$ cat src/hw/rtl/sm3_pkg.sv
// Package for the SM3 hash engine: constants, word queue type and hash functions.
// Used by the front, queue, back and top modules in hw/rtl; depends on nothing.
package sm3_pkg;

    localparam logic [31:0] T_LOW  = 32'h79cc4519;
    localparam logic [31:0] T_HIGH = 32'h7a879d8a;
    localparam logic [7:0]  PAD_BYTE = 8'h80;
    localparam int unsigned QDEPTH = 4;
    localparam int unsigned QAW    = $clog2(QDEPTH);

    localparam logic [31:0] IV [8] = '{
        32'h7380166f, 32'h4914b2b9, 32'h172442d7, 32'hda8a0600,
        32'ha96f30bc, 32'h163138aa, 32'he38dee4d, 32'hb0fb0e4e
    };

    typedef struct packed {
        logic [31:0] data;
        logic        eob;
        logic        fin;
    } t_qword;

    function automatic logic [31:0] rotl(input logic [31:0] x, input logic [4:0] n);
        logic [63:0] t;
        t = {x, x} << n;
        return t[63:32];
    endfunction

    function automatic logic [31:0] perm0(input logic [31:0] x);
        return x ^ rotl(x, 5'd9) ^ rotl(x, 5'd17);
    endfunction

    function automatic logic [31:0] perm1(input logic [31:0] x);
        return x ^ rotl(x, 5'd15) ^ rotl(x, 5'd23);
    endfunction

endpackage

$ cat src/hw/rtl/sm3_front.sv
// Front part: packs message bytes into words, counts bytes and appends the padding.
// Depends on sm3_pkg; feeds the word queue.
module sm3_front
    import sm3_pkg::*;
(
    input  logic       i_clk,
    input  logic       i_rst_n,
    input  logic       i_push,
    output logic       o_full,
    input  logic [7:0] i_data_byte,
    input  logic       i_byte_valid,
    input  logic       i_last,
    input  logic       i_q_full,
    output logic       o_q_push,
    output t_qword     o_q_word
);

    typedef enum logic [4:0] {
        F_IDLE  = 5'b00001,
        F_PAD   = 5'b00010,
        F_ZERO  = 5'b00100,
        F_LENHI = 5'b01000,
        F_LENLO = 5'b10000
    } t_fstate;

    t_fstate     r_state, n_state;
    logic [63:0] r_cnt, n_cnt;
    logic [23:0] r_word, n_word;
    logic [3:0]  r_wpos, n_wpos;
    logic [63:0] bits;
    logic        acc;

    assign bits   = {r_cnt[60:0], 3'b000};
    assign o_full = (r_state != F_IDLE) || i_q_full;
    assign acc    = i_push && !o_full;

    always_comb begin
        n_state  = r_state;
        n_cnt    = r_cnt;
        n_word   = r_word;
        n_wpos   = r_wpos;
        o_q_push = 1'b0;
        o_q_word = '{data: 32'h0, eob: (r_wpos == 4'd15), fin: 1'b0};
        unique case (r_state)
            F_IDLE: begin
                if (acc) begin
                    if (i_byte_valid) begin
                        n_cnt  = r_cnt + 64'd1;
                        n_word = {r_word[15:0], i_data_byte};
                        if (r_cnt[1:0] == 2'd3) begin
                            o_q_push = 1'b1;
                            o_q_word = '{data: {r_word, i_data_byte},
                                         eob: (r_cnt[5:2] == 4'd15), fin: 1'b0};
                        end
                    end
                    if (i_last) begin
                        n_state = F_PAD;
                        n_wpos  = n_cnt[5:2];
                    end
                end
            end
            F_PAD, F_ZERO: begin
                if (!i_q_full) begin
                    o_q_push = 1'b1;
                    if (r_state == F_PAD) begin
                        unique case (r_cnt[1:0])
                            2'd0: o_q_word.data = {PAD_BYTE, 24'h0};
                            2'd1: o_q_word.data = {r_word[7:0], PAD_BYTE, 16'h0};
                            2'd2: o_q_word.data = {r_word[15:0], PAD_BYTE, 8'h0};
                            default: o_q_word.data = {r_word, PAD_BYTE};
                        endcase
                    end
                    n_wpos  = r_wpos + 4'd1;
                    n_state = (n_wpos == 4'd14) ? F_LENHI : F_ZERO;
                end
            end
            F_LENHI: begin
                if (!i_q_full) begin
                    o_q_push      = 1'b1;
                    o_q_word.data = bits[63:32];
                    n_state       = F_LENLO;
                end
            end
            F_LENLO: begin
                if (!i_q_full) begin
                    o_q_push = 1'b1;
                    o_q_word = '{data: bits[31:0], eob: 1'b1, fin: 1'b1};
                    n_cnt    = 64'd0;
                    n_state  = F_IDLE;
                end
            end
            default: n_state = F_IDLE;
        endcase
    end

    always_ff @(posedge i_clk) begin
        if (!i_rst_n) begin
            r_state <= F_IDLE;
            r_cnt   <= 64'd0;
        end else begin
            r_state <= n_state;
            r_cnt   <= n_cnt;
        end
        r_word <= n_word;
        r_wpos <= n_wpos;
    end

endmodule

$ cat src/hw/rtl/sm3_fifo.sv
// Short word queue between the front and back parts.
// Depends on sm3_pkg for the entry type and depth.
module sm3_fifo
    import sm3_pkg::*;
(
    input  logic   i_clk,
    input  logic   i_rst_n,
    input  logic   i_push,
    input  t_qword i_word,
    output logic   o_full,
    input  logic   i_pop,
    output t_qword o_word,
    output logic   o_empty
);

    t_qword         r_mem [QDEPTH];
    logic [QAW-1:0] r_wp, r_rp;
    logic [QAW:0]   r_cnt;
    logic           do_push, do_pop;

    assign o_full  = (r_cnt == (QAW+1)'(QDEPTH));
    assign o_empty = (r_cnt == '0);
    assign do_push = i_push && !o_full;
    assign do_pop  = i_pop && !o_empty;
    assign o_word  = r_mem[r_rp];

    always_ff @(posedge i_clk) begin
        if (do_push) begin
            r_mem[r_wp] <= i_word;
        end
        if (!i_rst_n) begin
            r_wp  <= '0;
            r_rp  <= '0;
            r_cnt <= '0;
        end else begin
            if (do_push) begin
                r_wp <= r_wp + QAW'(1);
            end
            if (do_pop) begin
                r_rp <= r_rp + QAW'(1);
            end
            r_cnt <= r_cnt + (QAW+1)'(do_push) - (QAW+1)'(do_pop);
        end
    end

endmodule

$ cat src/hw/rtl/sm3_back.sv
// Back part: message expansion window, 64-round compression and digest output.
// Depends on sm3_pkg; drains the word queue.
module sm3_back
    import sm3_pkg::*;
(
    input  logic        i_clk,
    input  logic        i_rst_n,
    input  t_qword      i_q_word,
    input  logic        i_q_empty,
    output logic        o_q_pop,
    output logic        o_empty,
    input  logic        i_pop,
    output logic [31:0] o_digest_word,
    output logic [2:0]  o_word_index,
    output logic        o_last_word
);

    typedef enum logic [2:0] {
        B_LOAD = 3'b001,
        B_RND  = 3'b010,
        B_OUT  = 3'b100
    } t_bstate;

    t_bstate     r_state;
    logic [31:0] r_w [16];
    logic [31:0] r_v [8];
    logic [31:0] r_s [8];
    logic [31:0] n_s [8];
    logic [5:0]  r_j;
    logic        r_fin;
    logic [2:0]  r_oidx;
    logic [31:0] a12, tj, ss1, ss2, ff, gg, tt1, tt2, wnew;
    logic        early;

    assign early = (r_j < 6'd16);

    always_comb begin
        tj   = early ? T_LOW : T_HIGH;
        a12  = rotl(r_s[0], 5'd12);
        ss1  = rotl(a12 + r_s[4] + rotl(tj, r_j[4:0]), 5'd7);
        ss2  = ss1 ^ a12;
        ff   = early ? (r_s[0] ^ r_s[1] ^ r_s[2])
                     : ((r_s[0] & r_s[1]) | (r_s[0] & r_s[2]) | (r_s[1] & r_s[2]));
        gg   = early ? (r_s[4] ^ r_s[5] ^ r_s[6])
                     : ((r_s[4] & r_s[5]) | (~r_s[4] & r_s[6]));
        tt1  = ff + r_s[3] + ss2 + (r_w[0] ^ r_w[4]);
        tt2  = gg + r_s[7] + ss1 + r_w[0];
        n_s[0] = tt1;
        n_s[1] = r_s[0];
        n_s[2] = rotl(r_s[1], 5'd9);
        n_s[3] = r_s[2];
        n_s[4] = perm0(tt2);
        n_s[5] = r_s[4];
        n_s[6] = rotl(r_s[5], 5'd19);
        n_s[7] = r_s[6];
        wnew = perm1(r_w[0] ^ r_w[7] ^ rotl(r_w[13], 5'd15))
               ^ rotl(r_w[3], 5'd7) ^ r_w[10];
    end

    assign o_q_pop       = (r_state == B_LOAD) && !i_q_empty;
    assign o_empty       = (r_state != B_OUT);
    assign o_digest_word = r_v[r_oidx];
    assign o_word_index  = r_oidx;
    assign o_last_word   = (r_oidx == 3'd7);

    always_ff @(posedge i_clk) begin
        if (o_q_pop || r_state == B_RND) begin
            for (int i = 0; i < 15; i++) begin
                r_w[i] <= r_w[i+1];
            end
            r_w[15] <= o_q_pop ? i_q_word.data : wnew;
        end
        if (!i_rst_n) begin
            r_state <= B_LOAD;
            r_v     <= IV;
            r_fin   <= 1'b0;
            r_oidx  <= 3'd0;
            r_j     <= 6'd0;
        end else begin
            unique case (r_state)
                B_LOAD: begin
                    if (o_q_pop && i_q_word.eob) begin
                        r_fin   <= i_q_word.fin;
                        r_s     <= r_v;
                        r_j     <= 6'd0;
                        r_state <= B_RND;
                    end
                end
                B_RND: begin
                    r_s <= n_s;
                    r_j <= r_j + 6'd1;
                    if (r_j == 6'd63) begin
                        for (int i = 0; i < 8; i++) begin
                            r_v[i] <= r_v[i] ^ n_s[i];
                        end
                        r_oidx  <= 3'd0;
                        r_state <= r_fin ? B_OUT : B_LOAD;
                    end
                end
                B_OUT: begin
                    if (i_pop) begin
                        r_oidx <= r_oidx + 3'd1;
                        if (r_oidx == 3'd7) begin
                            r_v     <= IV;
                            r_state <= B_LOAD;
                        end
                    end
                end
                default: r_state <= B_LOAD;
            endcase
        end
    end

endmodule

$ cat src/hw/rtl/sm3_hash_engine.sv
// SM3 hash engine top level: a byte front end, a word queue and the compression back end.
// The back end loads a block word by word, then runs 64 rounds at one per cycle. During the
// rounds the queue holds only 16 bytes, so a steady sender is stalled once it fills.
// After a last item the input is held off while the padding and the length are pushed, then
// each padded block takes 16 word loads and 64 rounds, before eight words show one per pop.
// Synchronous active-low reset restores the initial value and clears the byte, queue, round and output counts.
module sm3_hash_engine
    import sm3_pkg::*;
(
    input  logic        i_clk,
    input  logic        i_rst_n,
    input  logic        i_push,
    output logic        o_full,
    input  logic [7:0]  i_data_byte,
    input  logic        i_byte_valid,
    input  logic        i_last,
    output logic        o_empty,
    input  logic        i_pop,
    output logic [31:0] o_digest_word,
    output logic [2:0]  o_word_index,
    output logic        o_last_word
);

    t_qword fq_word, qb_word;
    logic   fq_push, q_full, q_pop, q_empty;

    sm3_front u_front (
        .i_clk        (i_clk),
        .i_rst_n      (i_rst_n),
        .i_push       (i_push),
        .o_full       (o_full),
        .i_data_byte  (i_data_byte),
        .i_byte_valid (i_byte_valid),
        .i_last       (i_last),
        .i_q_full     (q_full),
        .o_q_push     (fq_push),
        .o_q_word     (fq_word)
    );

    sm3_fifo u_fifo (
        .i_clk   (i_clk),
        .i_rst_n (i_rst_n),
        .i_push  (fq_push),
        .i_word  (fq_word),
        .o_full  (q_full),
        .i_pop   (q_pop),
        .o_word  (qb_word),
        .o_empty (q_empty)
    );

    sm3_back u_back (
        .i_clk         (i_clk),
        .i_rst_n       (i_rst_n),
        .i_q_word      (qb_word),
        .i_q_empty     (q_empty),
        .o_q_pop       (q_pop),
        .o_empty       (o_empty),
        .i_pop         (i_pop),
        .o_digest_word (o_digest_word),
        .o_word_index  (o_word_index),
        .o_last_word   (o_last_word)
    );

endmodule

$ cat config.mk
export PLATFORM = sky130hd
export DESIGN_NAME = sm3_hash_engine
export DESIGN_NICKNAME = d
export VERILOG_FILES = /design/src/hw/rtl/sm3_pkg.sv /design/src/hw/rtl/sm3_front.sv /design/src/hw/rtl/sm3_fifo.sv /design/src/hw/rtl/sm3_back.sv /design/src/hw/rtl/sm3_hash_engine.sv
export SDC_FILE = /design/constraint.sdc
export NUM_CORES = 2
export LEC_CHECK = 0
export ABC_AREA = 1
export BUFFER_PORTS_ARGS = -buffer_cell sky130_fd_sc_hd__buf_4
export CAP_MARGIN = 40
export CORE_UTILIZATION = 34
export DETAILED_ROUTE_END_ITERATION = 8
export HOLD_SLACK_MARGIN = 0.03
export PLACE_DENSITY = 0.55
export SYNTH_ARGS = -nofsm -noshare
export SYNTH_HDL_FRONTEND = slang
export SYNTH_SLANG_ARGS = --single-unit
$ cat constraint.sdc
create_clock -name i_clk -period 16.9 [get_ports i_clk]
set_clock_uncertainty 0.15 [all_clocks]
set_input_delay 0 -clock i_clk [delete_from_list [all_inputs] [get_ports i_clk]]
set_output_delay 0 -clock i_clk [all_outputs]
set_load 0.01 [all_outputs]
==> results.md <==
- Run status: finished, final reports clean
- Die area: 0.196 mm^2
- FMAX: 102 MHz
- Setup Fix Bufs, Post-CTS: 0
- Library cells used by synthesis: 66
- CP dominant cell by count: nand2_1
- All-Layer GR Usage: 0.229
- DP Worst Slack: 7310 ps
- Final TNS setup: 0 ps
- Worst slew margin: 0.280
- Worst stage delay on the critical path: 740 ps
- Number of flops mapped to enable cells by yosys: 932
- Hold Path Class: in2reg
- Yosys top cell by area: edfxtp_1
- # setup viols final: 0
- CTS H-tree lvls: 4
- Largest net degree at the start of global routing: 102
- Type of origin of the critical path: flop
- Mean Syn Cell Area: 9.64 um^2
- Share of cells above drive strength 1: 0.0656
- Slew Limit Fails: 0
- Core Region: 0.193 mm^2
- CP Class: reg2reg
- Post-Syn Area: 0.0659 mm^2
- Net count, final: 7221
- HPWL Detailed: 172 mm
- CP required: 17480 ps
- Register bit total from synthesis: 1276
- Clock root buffer: clkbuf_16
- Period minus WS final: 9800 ps
- Synth cell count leaders: nand2_1, edfxtp_1, inv_1
- FF+latch area: 0.0349 mm^2
- Clk_lat worst skew: 800 ps
- Ports: 52
- Slew at the pin with the worst max-slew slack: 1080 ps
- Unrepaired setup endpoints after global routing: false
- Via count: 50000
- Sink Count: 1276
- Dominant cells by area after synthesis: edfxtp_1, dfxtp_1, nand2_1, o21ai_0, fa_1
- Max-cap violations: 0
- Most common cell in the synthesized netlist: nand2_1
- Die Y-Extent: 442 um
- Worst Slack Setup Final: 7100 ps
- Detailed-route wire length: 229 mm
- Seq/Total Area, Yosys: 0.529
- Worst-path clk slew: 60 ps
- Syn Nets: 7156
- Final hold viol count: 0
- Tcrit/Tclk final: 0.580
- Fill cells: 19000
- Worst EP arrival: 10380 ps
- Post-route ant nets: 0
- Drt drc: 0
- Top_reg_cell synth: edfxtp_1
- Total CTS buffers: 140
- Vias in the first global route: 47200
- Port Buffers: 51
- Clock tree from TritonCTS: done
- Worst-path fanout max: 101
- Routability cong.: 0.962
- Vias/cell: 5.24
- WL/cell: 24.0 um
- Highest-delay cell along the critical path: o21ai_0
- Initial drt markers: 5020
- Cells after Synth: 6841
- Starting Density: 0.342
- Clock Tree Buf Depth: 3
- Row count: 161
- Die X: 442 um
- CTS hold repair buffers: 26
- Area share of the largest cell type after synthesis: 0.424
- Grt total ovfl: 0
- CP Capture Type: flop
- Area Overhead vs Synth: 13.0%
- Post-cts repair resize count: 0
- Multi-input gate area: 0.0266 mm^2
- Router iterations before antenna repair: 8
- Post-synth ARST share: 0
- First-pass GRT wire length: 329 mm
- Initial antenna violation count: 6
- Yosys warning count: 0
## logic make-up after synthesis
family          share of synthesized area
simple gates                        0.152
compound gates                      0.114
flops                               0.529
buf+inv                            0.0682
xor+xnor                           0.0524
fa+ha+maj                          0.0786
mux                               0.00562
## path summary, 6_finish.rpt
path,slack (ps),end,start,depth (start not counted)
worst max-delay path,7100,u_back.r_v[241],u_back.r_j[5],43
worst min-delay path,80,u_fifo.r_mem[2][5],i_data_byte[3],4
worst max register to register,7100,u_back.r_v[241],u_back.r_j[5],43
worst min register to register,260,u_back.r_w[7][2],u_back.r_w[8][2],0
## metrics by stage
| stage | hold slack (ps) | cell area (um^2) | util | std cells |
|---|---|---|---|---|
| global route | 114 | 74500 | 0.387 | 9550 |
| global placement | 55.5 | 69000 | 0.358 | 9221 |
| CTS | 56.3 | 74500 | 0.387 | 9550 |
| detailed placement | 52.0 | 69600 | 0.362 | 9264 |
| finish | 79.2 | 74500 | 0.387 | 9551 |
| floorplan | -51.1 | 65900 | - | 6841 |
## critical path: cells and delay by family (launching register included)
kind / cells / cell delay [ps]
adders and majority gates: 7 / 2710
AOI/OAI and AO/OA: 7 / 2130
and+or+nand+nor: 18 / 1980
buffers and inverters: 8 / 1330
xor gates and xnor gates: 3 / 1050
DFF: 1 / 340
## cell type report
type / instances / share of cell area
Clock buffer: 195 / 0.0513
Tap cell: 2526 / 0.0424
Multi-Input combinational cell: 4403 / 0.358
Timing Repair Buffer: 193 / 0.0247
Antenna cell: 1 / 0.0000336
Inverter: 892 / 0.0452
Clock inverter: 65 / 0.0103
Sequential cell: 1276 / 0.468
## state kept, by name, indices dropped and copies added (netlist names), named ones only
signal and flops:
u_back.r_s 64, u_front.r_state 5, u_back.r_state 3, u_fifo.r_cnt 3, u_fifo.r_wp 2, u_front.r_wpos 4
u_back.r_j 6, u_back.o_word_index 3, u_back.r_v 256, u_fifo.r_mem 136, u_back.n_s 160, u_fifo.r_rp 2
u_back.r_fin 1, u_back.a12 32, u_front.r_cnt 61, u_back.r_w 512, u_front.r_word 24
## cell usage in the layout (no fill, tap or decap), types with 130 or more instances in the layout
cell type and count:
nand2_1 1146, edfxtp_1 932, inv_1 878, o21ai_0 787
a21oi_1 391, nand3_1 375, dfxtp_1 341, nor2_1 328
xor2_1 263, nor3_1 229, fa_1 189, clkbuf_16 141
buf_4 135, xnor2_1 130
## per-layer routing
layer  track usage  part of all wire
met5             0           0.00017
met4        0.0924             0.044
met3        0.0343             0.063
met2         0.369              0.46
met1         0.310              0.43
Power is not shown: default switching activity piles up to over one toggle a cycle in this logic, so the estimate is an artifact.
